[config.mk]
export PLATFORM = sky130hd
export DESIGN_NAME = reed_solomon_255_239_encoder_unit
export DESIGN_NICKNAME = d
export VERILOG_FILES = /design/src/rtl/rse_pkg.sv /design/src/rtl/rse_lfsr.sv /design/src/rtl/rse_drain.sv /design/src/rtl/reed_solomon_255_239_encoder_unit.sv
export SDC_FILE = /design/constraint.sdc
export NUM_CORES = 1
export LEC_CHECK = 0
export ABC_AREA = 0
export BUFFER_PORTS_ARGS = -buffer_cell sky130_fd_sc_hd__buf_4
export CORE_ASPECT_RATIO = 0.75
export CORE_MARGIN = 3
export CORE_UTILIZATION = 50
export DETAILED_ROUTE_END_ITERATION = 6
export MAX_ROUTING_LAYER = met4
export PLACE_DENSITY = 0.69
export SYNTH_ARGS = -nofsm -noshare
export SYNTH_HDL_FRONTEND = slang
export SYNTH_SLANG_ARGS = --single-unit
[constraint.sdc]
create_clock -name i_clk -period 6.4 [get_ports i_clk]
set_input_delay 0.32 -clock i_clk [delete_from_list [all_inputs] [get_ports i_clk]]
set_output_delay 0.32 -clock i_clk [all_outputs]
set_load 0.05 [all_outputs]
[src/rtl/rse_pkg.sv]
// Package of the RS(255,239) encoder: symbol types, generator coefficients
// and the GF(2^8) constant multiplier. No dependencies.
package rse_pkg;

    localparam int PARITY_SYMBOLS = 16;
    localparam int SYM_W          = 8;
    localparam int CNT_W          = $clog2(PARITY_SYMBOLS + 1);

    typedef logic [SYM_W-1:0] t_sym;
    typedef logic [PARITY_SYMBOLS-1:0][SYM_W-1:0] t_par_vec;
    typedef logic [CNT_W-1:0] t_par_cnt;

    // Reduction term of the field polynomial x^8+x^7+x^2+x+1 without the x^8 bit.
    localparam t_sym FIELD_POLY_LOW = 8'h87;

    localparam t_sym MSG_LEN_RESET = 8'd239;

    // Generator coefficients g_0 .. g_15; index j multiplies into register j.
    localparam t_sym GEN_COEF [PARITY_SYMBOLS] = '{
        8'd165, 8'd105, 8'd27,  8'd159, 8'd104, 8'd152, 8'd101, 8'd76,
        8'd101, 8'd152, 8'd104, 8'd159, 8'd27,  8'd105, 8'd165, 8'd1
    };

    // Status of the parity drain as seen by the output stage.
    typedef struct packed {
        logic busy;
        logic last;
        t_sym sym;
    } t_drain_stat;

    // Shift-and-add multiply in GF(2^8). With a constant k this reduces to
    // a small XOR network.
    function automatic t_sym gf_mul(input t_sym a, input t_sym k);
        t_sym x;
        t_sym acc;
        x   = a;
        acc = '0;
        for (int i = 0; i < SYM_W; i++) begin
            if (k[i]) begin
                acc = acc ^ x;
            end
            x = {x[SYM_W-2:0], 1'b0} ^ (x[SYM_W-1] ? FIELD_POLY_LOW : '0);
        end
        return acc;
    endfunction

endpackage

[src/rtl/rse_lfsr.sv]
// Parity LFSR and message byte counter of the RS(255,239) encoder.
// Depends on rse_pkg.
module rse_lfsr (
    input  logic              i_clk,
    input  logic              i_rst_n,
    input  logic              i_step,
    input  rse_pkg::t_sym     i_data,
    input  rse_pkg::t_sym     i_msg_len,
    output rse_pkg::t_par_vec o_next_parity,
    output logic              o_done
);
    import rse_pkg::*;

    t_par_vec r_reg;
    t_sym     r_count;
    t_par_vec n_reg;
    t_sym     fb;
    logic [SYM_W:0] taken;

    always_comb begin
        fb = r_reg[0] ^ i_data;
        for (int j = 0; j < PARITY_SYMBOLS - 1; j++) begin
            n_reg[j] = gf_mul(fb, GEN_COEF[j]) ^ r_reg[j+1];
        end
        n_reg[PARITY_SYMBOLS-1] = gf_mul(fb, GEN_COEF[PARITY_SYMBOLS-1]);
    end

    // A zero length behaves like one, since taken is never below one.
    assign taken         = {1'b0, r_count} + {{SYM_W{1'b0}}, 1'b1};
    assign o_done        = taken >= {1'b0, i_msg_len};
    assign o_next_parity = n_reg;

    always_ff @(posedge i_clk) begin
        if (!i_rst_n) begin
            r_reg   <= '0;
            r_count <= '0;
        end else if (i_step) begin
            if (o_done) begin
                r_reg   <= '0;
                r_count <= '0;
            end else begin
                r_reg   <= n_reg;
                r_count <= taken[SYM_W-1:0];
            end
        end
    end

endmodule

[src/rtl/rse_drain.sv]
// Parity drain of the RS(255,239) encoder: holds a finished parity snapshot
// and hands it out one symbol at a time. Depends on rse_pkg.
module rse_drain (
    input  logic                i_clk,
    input  logic                i_rst_n,
    input  logic                i_load,
    input  rse_pkg::t_par_vec   i_parity,
    input  logic                i_pop,
    output rse_pkg::t_drain_stat o_stat
);
    import rse_pkg::*;

    t_par_vec r_par;
    t_par_cnt r_left;

    always_ff @(posedge i_clk) begin
        if (!i_rst_n) begin
            r_left <= '0;
        end else if (i_load) begin
            r_left <= t_par_cnt'(PARITY_SYMBOLS);
        end else if (i_pop) begin
            r_left <= r_left - t_par_cnt'(1);
        end
    end

    always_ff @(posedge i_clk) begin
        if (i_load) begin
            r_par <= i_parity;
        end else if (i_pop) begin
            r_par <= t_par_vec'({{SYM_W{1'b0}}, r_par[PARITY_SYMBOLS-1:1]});
        end
    end

    assign o_stat.busy = r_left != '0;
    assign o_stat.last = r_left == t_par_cnt'(1);
    assign o_stat.sym  = r_par[0];

endmodule

[src/rtl/reed_solomon_255_239_encoder_unit.sv]
// Top level of the systematic RS(255,239) encoder.
// Depends on rse_pkg, rse_lfsr and rse_drain.

// Systematic Reed-Solomon RS(255,239) encoder over GF(2^8), field polynomial
// x^8+x^7+x^2+x+1. Every message byte accepted on the input channel is echoed
// on the output channel with o_is_parity low. Once message_length bytes of a
// codeword have been taken (a length of zero acts as one, values above 239
// give longer codewords), the 16 parity bytes follow directly in order, all
// with o_is_parity high and o_last high on the sixteenth, and the encoder
// starts the next codeword from a cleared state. The LFSR update is a fixed
// XOR network between a one-entry skid register and the output register, so
// a byte per cycle is sustained within a codeword while i_stall stays low.
// At the codeword end the output register is busy with the parity bytes;
// during that time one input transaction is absorbed by the skid register
// and further ones see o_stall. o_stall comes from a register, so the input
// side never waits on i_stall combinationally. The length register resets
// to 239 and is written through the configuration channel, which is always
// ready; write it only while the encoder is idle.
module reed_solomon_255_239_encoder_unit (
    input  logic          i_clk,
    input  logic          i_rst_n,
    // Input channel
    input  logic          i_valid,
    output logic          o_stall,
    input  rse_pkg::t_sym i_data_byte,
    // Output channel
    output logic          o_valid,
    input  logic          i_stall,
    output rse_pkg::t_sym o_out_byte,
    output logic          o_is_parity,
    output logic          o_last,
    // Configuration channel: message length
    input  logic          i_cfg_valid,
    output logic          o_cfg_ready,
    input  rse_pkg::t_sym i_cfg_data
);
    import rse_pkg::*;

    // Configuration register.
    t_sym r_msg_len;

    // Skid register in front of the LFSR.
    logic r_skid_valid;
    t_sym r_skid_data;

    // Output register.
    logic r_out_valid;
    t_sym r_out_byte;
    logic r_out_parity;
    logic r_out_last;

    t_par_vec    next_parity;
    logic        cw_done;
    t_drain_stat drain;
    logic        out_free;
    logic        head_valid;
    t_sym        head_data;
    logic        step;
    logic        in_acc;
    logic        drain_pop;

    assign o_cfg_ready = 1'b1;

    always_ff @(posedge i_clk) begin
        if (!i_rst_n) begin
            r_msg_len <= MSG_LEN_RESET;
        end else if (i_cfg_valid && o_cfg_ready) begin
            r_msg_len <= i_cfg_data;
        end
    end

    // The skid entry, when present, is always older than the port.
    assign head_valid = r_skid_valid || i_valid;
    assign head_data  = r_skid_valid ? r_skid_data : i_data_byte;
    assign out_free   = !r_out_valid || !i_stall;

    // Parity has priority over the next message byte.
    assign step      = out_free && !drain.busy && head_valid;
    assign drain_pop = out_free && drain.busy;
    assign in_acc    = i_valid && !o_stall;
    assign o_stall   = r_skid_valid;

    rse_lfsr u_lfsr (
        .i_clk         (i_clk),
        .i_rst_n       (i_rst_n),
        .i_step        (step),
        .i_data        (head_data),
        .i_msg_len     (r_msg_len),
        .o_next_parity (next_parity),
        .o_done        (cw_done)
    );

    rse_drain u_drain (
        .i_clk    (i_clk),
        .i_rst_n  (i_rst_n),
        .i_load   (step && cw_done),
        .i_parity (next_parity),
        .i_pop    (drain_pop),
        .o_stat   (drain)
    );

    // An input transaction that cannot be processed right away parks in the
    // skid register; a parked one leaves as soon as it is processed.
    always_ff @(posedge i_clk) begin
        if (!i_rst_n) begin
            r_skid_valid <= 1'b0;
        end else if (r_skid_valid) begin
            if (step) begin
                r_skid_valid <= 1'b0;
            end
        end else if (in_acc && !step) begin
            r_skid_valid <= 1'b1;
        end
    end

    always_ff @(posedge i_clk) begin
        if (!r_skid_valid && in_acc && !step) begin
            r_skid_data <= i_data_byte;
        end
    end

    always_ff @(posedge i_clk) begin
        if (!i_rst_n) begin
            r_out_valid <= 1'b0;
        end else if (out_free) begin
            r_out_valid <= drain.busy || step;
        end
    end

    always_ff @(posedge i_clk) begin
        if (out_free) begin
            if (drain.busy) begin
                r_out_byte   <= drain.sym;
                r_out_parity <= 1'b1;
                r_out_last   <= drain.last;
            end else begin
                r_out_byte   <= head_data;
                r_out_parity <= 1'b0;
                r_out_last   <= 1'b0;
            end
        end
    end

    assign o_valid     = r_out_valid;
    assign o_out_byte  = r_out_byte;
    assign o_is_parity = r_out_parity;
    assign o_last      = r_out_last;

endmodule

==> results of run 1 <==
## metal layers
metal | vias to the layer above | share of wire, % | GRT usage [%]
met4 | 0 | 2.0 | 4.25
li1 | 4209 | - | -
met5 | - | 0 | -
met2 | 212 | 44 | 31.1
met1 | 4346 | 48 | 31.6
met3 | 47 | 6.6 | 3.76
## synth_stat cells (13+ instances only)
cell	instances	area (µm²)
nor2_1	117	439
xnor3_1	15	338
nand2_1	53	199
o21ai_0	65	325
xor2_1	54	473
nand2b_1	15	93.8
dfxtp_1	151	3020
clkbuf_1	59	221
a22oi_1	95	713
a21oi_1	34	170
mux2_2	93	1050
xnor2_1	108	946
buf_1	13	48.8
edfxtp_1	146	4380
nand3_1	30	150
## worst register-to-register path, delay by kind of cell, from the launching register on
kind,cells,cell delay (ps)
muxes,1,410
DFF,1,870
AOI/OAI and AO/OA,1,70
xor gates and xnor gates,5,2550
## metrics by stage
step | area, µm² | hold slack [ps]
after floorplan | 13900 | 419
final | 15400 | 22.0
after global placement | 14400 | 450
after global routing | 15400 | 21.7
after detailed placement | 14400 | 458
after CTS | 15400 | 3.28
## final timing paths
path / cells past startpoint / from / endpoint / slack, ps
max: 7 / o_stall / u_drain.r_par[92] / 2220
min: 3 / i_cfg_data[6] / r_msg_len[6] / 20
max reg2reg: 7 / o_stall / u_drain.r_par[92] / 2220
min reg2reg: 2 / u_lfsr.r_reg[101] / u_lfsr.r_reg[101] / 460
## kinds of logic after synthesis
group	after synthesis	synth area share, %
AO/OA/AOI/OAI	224	10.3
adder cells (fa/ha/maj)	12	1.08
other	1	0.0270
flip-flops	297	53.3
AND/OR/NAND/NOR	247	7.80
XOR/XNOR	200	16.2
multiplexers	104	8.63
buffers and inverters	92	2.70
## layout make-up
cell class / instances / area (µm²)
fillers: 2260 / 11700
flip-flops and latches: 297 / 7410
multi-input cells: 788 / 6160
clock buffers: 43 / 808
repair buffers: 58 / 485
well taps: 351 / 439
clock inverters: 8 / 66.3
inverters: 13 / 51.3
diodes: 1 / 2.50
==> reports/metrics.yaml, run 1 <==
global_routing:
  antenna_found_initial: 1
  track_usage_pct: 21.3
  grt_pass1_vias: 8569
  grt_max_degree: 89
  grt_remaining_overflow: 0
  grt_pass1_wl_um: 49000
worst_setup_path:
  critical_path.slowest_cell: "dfxtp_1"
  crit_fanout: 12
  crit_family: "XOR/XNOR gates"
  cp_cell_sequence: "mux2i_1 -> xnor2_4 -> xnor3_1 -> xnor2_4 -> xor2_2 -> xnor2_1 -> o21ai_1"
  cp_slowest_stage_delay_ps: 870
  crit_buf_inv: 0
  worstSetupPathType: "reg -> reg"
  worst_path_most_repeated_cell: "xnor2_4"
  crit_required_ps: 6670
  endpoint_kind: "register"
  crit_path_start_kind: "register"
  worst_ep_arrival_time_ps: 4450
floorplan:
  num_rows: 52
  die_h_um: 150
  die_w_um: 198
  core_um2: 27100
  start_util_pct: 51.2
  die_area_um2: 29800
  io_pins: 34
clocking:
  numCtsBuffers: 29
  htree_num_levels: 1
  clockRootBuffer: "clkbuf_16"
  cts_tree: "yes"
  cts_sinks: 297
  ctsResizeCount: 0
  hold_buffers: 15
  postCtsSetupRepairBufs: 0
  path_clk_slew_ps: 60
  clk_path_buf_depth: 3
  clock_latency_ps: 560
yosys:
  ys.flop_type: "dfxtp_1"
  yosys.cell_types.count: 46
  synth.avg_cell_area_um2: 11.8
  ys_warn_count: 0
  syn_area_um2: 13900
  ys_seq_area_share_pct: 53.3
  synth_edf_count: 146
  async_flop_share_pct: 0
  synth-seq-cells: 297
  syn_nets: 1210
  synthCells: 1177
worst_hold_path:
  min_path_type: "in -> reg"
layout:
  syn_to_final_growth_pct: 11.0
  drive_gt1_share_pct: 17.1
  nNetsFinal: 1220
  layout_commonest_cell: "dfxtp_1"
  final_cells: 1559
  final_core_util_pct: 56.8
  final_cell_mix: "dfxtp_1, edfxtp_1, nor2_1"
  largest_reg_flops: 128
placed_design:
  place.gp.congestion: 0.819
  dp_slack_ps: 2210
  dp_cells: 1492
  dp_hpwl_um: 18500
  port-buffer-count: 32
routing:
  final_antenna_net_count: 0
  avgViaCountPerCell: 5.65
  drc_errors: 0
  drt_iter0_markers: 747
  drt_wl_total_um: 30700
  vias: 8814
  wl_per_cell_um: 19.7
  dr.pass1.iters: 6
timing:
  finClkSkew_ps: 13.2
  maxSlewHeadroom_pct: 24.3
  slew_viol_final: 0
  worst_pin_slew_ps: 1130
  hold_violations: 0
  rsz0062_at_grt: "no"
  setup_ws_ps: 2220
  fin_crit_sh_pct: 65.3
  final.setup.tns_ps: 0
  max_freq_ghz: 0.239
  setup_viol: 0
  post-route-min-period_ps: 4180
job:
  maxCapViolCount: 0
run_status:
  status: "complete, no violations"
Power of run 1 is left out: the tool's default activity adds up to more than one toggle a clock period on the data nets, which glitch-free logic cannot reach.
==> run 2: changes to the inputs <==
--- a/config.mk
+++ b/config.mk
@@ -5,14 +5,14 @@
 export SDC_FILE = /design/constraint.sdc
 export NUM_CORES = 1
 export LEC_CHECK = 0
-export ABC_AREA = 0
+export ABC_AREA = 1
 export BUFFER_PORTS_ARGS = -buffer_cell sky130_fd_sc_hd__buf_4
 export CORE_ASPECT_RATIO = 0.75
 export CORE_MARGIN = 3
 export CORE_UTILIZATION = 50
 export DETAILED_ROUTE_END_ITERATION = 6
 export MAX_ROUTING_LAYER = met4
-export PLACE_DENSITY = 0.69
+export PLACE_DENSITY = 0.66
 export SYNTH_ARGS = -nofsm -noshare
 export SYNTH_HDL_FRONTEND = slang
 export SYNTH_SLANG_ARGS = --single-unit
==> constraint.sdc (replaced) <==
create_clock -name i_clk -period 4.2 [get_ports i_clk]
set_input_delay 0.21 -clock i_clk [delete_from_list [all_inputs] [get_ports i_clk]]
set_output_delay 0.21 -clock i_clk [all_outputs]
set_load 0.05 [all_outputs]
==> run 2 against run 1 <==
Net effect:
- critical path depth up 8
- global-route usage increased by 1.7 points
- core utilization up 0.89 points
- routed wire length up 16%
- setup slack got worse by 1400 ps
- count of clock-buffer cells in the layout is 5 lower
- register-to-register slack worse by 1400 ps
- clock skew up 1.9 ps
==> reports/metrics.yaml, run 2 <==
clocking:
  clk_path_buf_depth: 3  # unchanged
  cts_sinks: 297  # unchanged
  postCtsSetupRepairBufs: 0  # unchanged
  path_clk_slew_ps: 60  # about the same
  cts_tree: "yes"
  clockRootBuffer: "clkbuf_16"
  htree_num_levels: 1  # unchanged
  clock_latency_ps: 560  # about the same
  numCtsBuffers: 29  # unchanged
yosys:
  yosysMostFrequentCell: "nand2_1"
  synth_edf_count: 146  # unchanged
  synth-seq-cells: 297  # unchanged
  synth_area_leader_cell: "edfxtp_1"
  synthCells: 1775  # +51%
  synth.avg_cell_area_um2: 8.41  # -29%
  yosys.cell_types.count: 41  # -11%
  ys_warn_count: 0  # unchanged
  ys_seq_area_share_pct: 49.6  # -3.7 points
  syn_area_um2: 14900  # +7.5%
  synth_top_area_share_pct: 29.4  # -2.2 points
  synth_area_leaders: "edfxtp_1, dfxtp_1, nand2_1, a21oi_1, xor2_1"
  ys.flop_type: "dfxtp_1"
  synthTopCellsByCount: "nand2_1, dfxtp_1, a21oi_1, edfxtp_1, nand3_1"
  async_flop_share_pct: 0  # unchanged
  syn_nets: 1808  # +49%
layout:
  drive_gt1_share_pct: 12.4  # -4.7 points
  seqCellArea_um2: 7410  # unchanged
  antenna_cells: 0  # -1
  design_area_um2: 16900  # +9.5%
  layout_commonest_cell: "nand2_1"
  syn_to_final_growth_pct: 13.1
  final_core_util_pct: 57.7  # +0.89 points
  num-fill-cells: 2651  # +17%
  largest_reg_flops: 128  # unchanged
  nNetsFinal: 1852  # +52%
  multi_input_area_um2: 6830  # +11%
  final_cell_mix: "nand2_1, dfxtp_1, a21oi_1"
  final_cells: 2234  # +43%
routing:
  wl_per_cell_um: 16.0  # -19%
  drc_errors: 0  # unchanged
  vias: 11661  # +32%
  avgViaCountPerCell: 5.22  # -7.7%
  final_antenna_net_count: 0  # unchanged
  drt_wl_total_um: 35600  # +16%
  dr.pass1.iters: 5  # -1
  drt_iter0_markers: 858  # +15%
worst_setup_path:
  endpoint_kind: "register"
  crit_fanout: 60  # +48
  crit_path_start_kind: "register"
  crit_required_ps: 4630  # -2040 ps
  worstSetupPathType: "reg -> reg"
  worst_ep_arrival_time_ps: 3790  # -660 ps
floorplan:
  die_area_um2: 32000  # +7.2%
  core_um2: 29300  # +7.8%
  die_h_um: 156  # +3.5%
  start_util_pct: 51.0  # -0.15 points
  num_rows: 54  # +3.8%
  die_w_um: 206  # +3.6%
  io_pins: 34  # unchanged
timing:
  slew_viol_final: 0  # unchanged
  final.setup.tns_ps: 0  # unchanged
  worst_pin_slew_ps: 790  # -343 ps
  hold_violations: 0  # unchanged
  post-route-min-period_ps: 3370  # -813 ps
  finClkSkew_ps: 15.0  # +1.85 ps
  rsz0062_at_grt: "no"
  maxSlewHeadroom_pct: 47.3  # +23 points
  max_freq_ghz: 0.297  # +24%
  fin_crit_sh_pct: 80.1  # +15 points
  setup_viol: 0  # unchanged
placed_design:
  dp_hpwl_um: 23700  # +28%
  placed_cell_area_um2: 15600  # +8.3%
  place.gp.congestion: 0.903  # +10%
  port-buffer-count: 32  # unchanged
  dp_cells: 2147  # +44%
global_routing:
  antenna_found_initial: 0  # -1
  track_usage_pct: 23.1  # +1.7 points
  grt_max_degree: 71  # -20%
  grt_remaining_overflow: 0  # unchanged
  grt_pass1_wl_um: 58100  # +18%
  grt_pass1_vias: 11170  # +30%
worst_hold_path:
  min_path_type: "in -> reg"
job:
  maxCapViolCount: 0  # unchanged
run_status:
  status: "complete, no violations"
==> run 2: cell count changes after synthesis, sizes merged, moves of 32 or more <==
cell	previous run	this run
nand2	53	812
a21oi	34	149
nor2	117	19
a22oi	95	0
mux2	93	0
nand3	30	121
inv	13	90
xnor2	127	57
o21ai	69	12
xor2	55	87
==> run 2: area by class of cell <==
class	instances	area share, %
inverter	90	2.04
multi-input combinational	1310	40.5
clock inverter	16	0.971
sequential	297	43.9
tap	392	2.90
timing repair buffer	91	4.98
clock buffer	38	4.79
==> run 2: logic make-up (layout without fill, tap and decap cells) <==
logic type               after synthesis  after routing  synth area share [%]
adder cells (fa/ha/maj)               12             12                  1.01
XOR/XNOR                             144            144                  9.75
AND/OR/NAND/NOR                      981            981                  28.9
flip-flops                           297            297                  49.6
AO/OA/AOI/OAI                        172            172                  5.87
buffers and inverters                168            235                  4.86
other                                  1              1                0.0251
==> run 2: routing by layer <==
layer | GRT usage (%) | part of all wire [%] | routed length, µm | vias to the layer above
met5 | - | 0 | 0 | -
met4 | 4.42 | 1.5 | 542 | 0
met3 | 3.34 | 5.3 | 1880 | 45
met2 | 35.4 | 45 | 16000 | 263
met1 | 32.9 | 48 | 17200 | 5561
li1 | - | - | - | 5792
==> run 2: repair_timing <==
item | in CTS | in global routing
hold endpoints to repair | 22 | 0
endpoints found under the setup margin | 0 | 0
hold buffers | 33 | 0
gates resized for setup | 0 | 0
==> run 2: worst paths after layout <==
check	startpoint	slack, ps	cells past startpoint	end
hold reg to reg	u_lfsr.r_reg[74]	480	2	u_lfsr.r_reg[74]
hold / removal	i_stall	340	2	o_out_byte[4]
setup reg to reg	u_lfsr.r_count[0]	830	15	u_drain.r_par[44]
setup / recovery	u_lfsr.r_count[0]	830	15	u_drain.r_par[44]
==> run 2: worst max-delay path, stage by stage (launching register included) <==
cell     delay [ps]
dfxtp_1         420
ha_1            220
and3_1          200
nand3_1         110
xor2_1          140
inv_1            70
ha_1            310
inv_1            50
nor4_1          270
nand2_1         110
nand3_2         150
nand2_4         120
inv_4           530
buf_4           330
nand3_1         100
nand2_1          70
==> run 2: stage by stage <==
stage / hold slack (ps) / setup slack, ps
after floorplan: 294 / 24.7
after global placement: 402 / 950
after detailed placement: 404 / 904
after CTS: 316 / 854
after global routing: 365 / 546
final: 341 / 835
Power of run 2 is left out for the same reason.
==> run 3: changes to the inputs <==
--- a/config.mk
+++ b/config.mk
@@ -5,14 +5,14 @@
 export SDC_FILE = /design/constraint.sdc
 export NUM_CORES = 1
 export LEC_CHECK = 0
-export ABC_AREA = 1
+export ABC_AREA = 0
 export BUFFER_PORTS_ARGS = -buffer_cell sky130_fd_sc_hd__buf_4
 export CORE_ASPECT_RATIO = 0.75
 export CORE_MARGIN = 3
 export CORE_UTILIZATION = 50
 export DETAILED_ROUTE_END_ITERATION = 6
 export MAX_ROUTING_LAYER = met4
-export PLACE_DENSITY = 0.66
+export PLACE_DENSITY = 0.69
 export SYNTH_ARGS = -nofsm -noshare
 export SYNTH_HDL_FRONTEND = slang
 export SYNTH_SLANG_ARGS = --single-unit
==> constraint.sdc (replaced) <==
create_clock -name i_clk -period 3 [get_ports i_clk]
set_input_delay 0.15 -clock i_clk [delete_from_list [all_inputs] [get_ports i_clk]]
set_output_delay 0.15 -clock i_clk [all_outputs]
set_load 0.05 [all_outputs]
==> run 3 against run 2 <==
Net effect:
- the flow now finishes with violations (setup timing)
- final area is 3.5% higher
- global-route usage is 0.45 points lower
- first-iteration DRC count is 11% higher
- sequential share of layout area is 1.4 points lower
- non-clock buffer count is 90 higher
- clock skew is 4.7 ps lower
- maximum frequency is 11% higher
- setup slack worse by 860 ps
- critical path depth is 2 lower
- routed wire length is 1.0% higher
- die area is 6.8% lower
- largest cell class unchanged
- highest routed layer unchanged
==> reports/metrics.yaml, run 3 (synthesis results as in run 1) <==
floorplan:
  core_um2: 27100  # -7.3%
  io_pins: 34  # unchanged
  die_h_um: 150  # -3.4%
  num_rows: 52  # -3.7%
  start_util_pct: 51.2  # +0.15 points
  die_w_um: 198  # -3.5%
  die_area_um2: 29800  # -6.8%
job:
  maxCapViolCount: 0  # unchanged
layout:
  antenna_cells: 0  # unchanged
  syn_to_final_growth_pct: 25.8
  final_core_util_pct: 64.4  # +6.7 points
  final_cell_mix: "dfxtp_1, edfxtp_1, nor2_1"
  design_area_um2: 17500  # +3.5%
  layout_commonest_cell: "dfxtp_1"
  drive_gt1_share_pct: 25.3  # +13 points
  nNetsFinal: 1345  # -27%
  largest_reg_flops: 128  # unchanged
  final_cells: 1686  # -25%
placed_design:
  place.gp.congestion: 0.853  # -5.6%
  dp_hpwl_um: 19900  # -16%
  dp_slack_ps: -132  # -1040 ps
  placed_cell_area_um2: 15100  # -3.0%
  port-buffer-count: 32  # unchanged
  dp_cells: 1560  # -27%
routing:
  drt_iter0_markers: 952  # +11%
  wl_per_cell_um: 21.4  # +34%
  drt_wl_total_um: 36000  # +1.0%
  final_antenna_net_count: 0  # unchanged
  avgViaCountPerCell: 5.76  # +10%
  met1_length_um: 17100  # -0.45%
  vias: 9714  # -17%
  met3_length_um: 2580  # +38%
  dr.pass1.iters: 6  # +1
  drc_errors: 0  # unchanged
  wl_met2_um: 15500  # -3.5%
  routed.top_layer: "met4"
clocking:
  clock_latency_ps: 560  # about the same
  numCtsBuffers: 29  # unchanged
  htree_num_levels: 1  # unchanged
  cts_sinks: 297  # unchanged
  clockRootBuffer: "clkbuf_16"
  clk_path_buf_depth: 3  # unchanged
  cts_tree: "yes"
  path_clk_slew_ps: 60  # about the same
worst_setup_path:
  crit_required_ps: 3300  # -1330 ps
  crit_path_start_kind: "register"
  crit_fanout: 26  # -57%
  ff2ff_path_depth: 13  # -2
  endpoint_kind: "register"
  r2r_start: "u_lfsr.r_count[0]"
  crit_end: "u_drain.r_par[38]"
  r2r_slack_ps: -30  # -860 ps
  cp_slowest_stage_delay_ps: 380  # -150 ps
  r2r_end: "u_drain.r_par[38]"
  worst_ep_arrival_time_ps: 3330  # -460 ps
  startpoint: "u_lfsr.r_count[0]"
  worst_path_most_repeated_cell: "buf_12"
  critical_path.slowest_cell: "a2111oi_4"
  cp_cell_sequence: "ha_4 -> nand3_4 -> nor2_4 -> xor2_1 -> ha_1 -> a2111oi_4 -> o21ai_2 -> a21oi_4 -> nand2b_4 -> buf_12 -> buf_16 -> nand2_8 -> buf_12"
  worstSetupPathType: "reg -> reg"
global_routing:
  grt_max_degree: 67  # -5.6%
  grt_pass1_wl_um: 51900  # -11%
  grt_remaining_overflow: 0  # unchanged
  grt_pass1_vias: 9143  # -18%
  track_usage_pct: 22.6  # -0.45 points
  antenna_found_initial: 0  # unchanged
timing:
  setup_ws_ps: -28.5  # -863 ps
  finClkSkew_ps: 10.3  # -4.67 ps
  setup_viol: 69  # +69
  worst_pin_slew_ps: 1090  # +302 ps
  maxSlewHeadroom_pct: 26.9  # -20 points
  hold_violations: 0  # unchanged
  rsz0062_at_grt: "yes"
  fin_crit_sh_pct: 101  # +21 points
  post-route-min-period_ps: 3030  # -337 ps
  slew_viol_final: 0  # unchanged
  max_freq_ghz: 0.330  # +11%
run_status:
  status: "finished, violations left"
  violations: "setup timing"
worst_hold_path:
  min_path_type: "in -> reg"
-- run 3: what timing repair did --
action | CTS | global route
endpoints found under the setup margin | 238 | 299
hold endpoints to repair | 18 | 0
hold buffers | 32 | 0
gates resized for setup | 15 | 113
pin swaps | 1 | 8
setup buffers | 5 | 15
cloned | 3 | 19
-- run 3: critical path: cells and delay by family (launching register included) --
family / cells / cell delay (ps)
simple gates: 4 / 520
fa+ha+maj: 2 / 440
flops: 1 / 360
xor+xnor: 1 / 180
compound gates: 3 / 670
buf+inv: 3 / 560
-- run 3: how the worst min path moves through the flow --
stage / startpoint / end / depth (start not counted)
after global routing: i_stall / o_valid / 3
after global placement: i_data_byte[2] / r_skid_data[2] / 1
after CTS: i_stall / o_valid / 3
final: i_stall / o_valid / 3
after floorplan: i_data_byte[0] / r_skid_data[0] / 0
after detailed placement: i_data_byte[2] / r_skid_data[2] / 1
-- run 3: cell type report --
cell class,count,area [µm²]
tap,351,439
clock inverter,13,119
fill,1970,9660
sequential,297,7420
multi-input combinational,790,6610
inverter,13,51.3
clock buffer,41,821
timing repair buffer,181,2010
-- run 3: per-stage QoR --
stage | hold WS [ps] | TNS [ps]
detailed placement | 343 | -22540
floorplan | 249 | -64810
global placement | 340 | -849
CTS | 8.94 | 0
finish | 23.2 | -809
global route | 30.5 | -17150
-- run 3: per-layer routing --
layer  vias to the layer above  track usage, %
li1                       4471               -
met1                      4833            34.4
met2                       347            32.1
met3                        63            3.49
met4                         0            4.85
met5                         -               -
Power of run 3 is left out for the same reason.
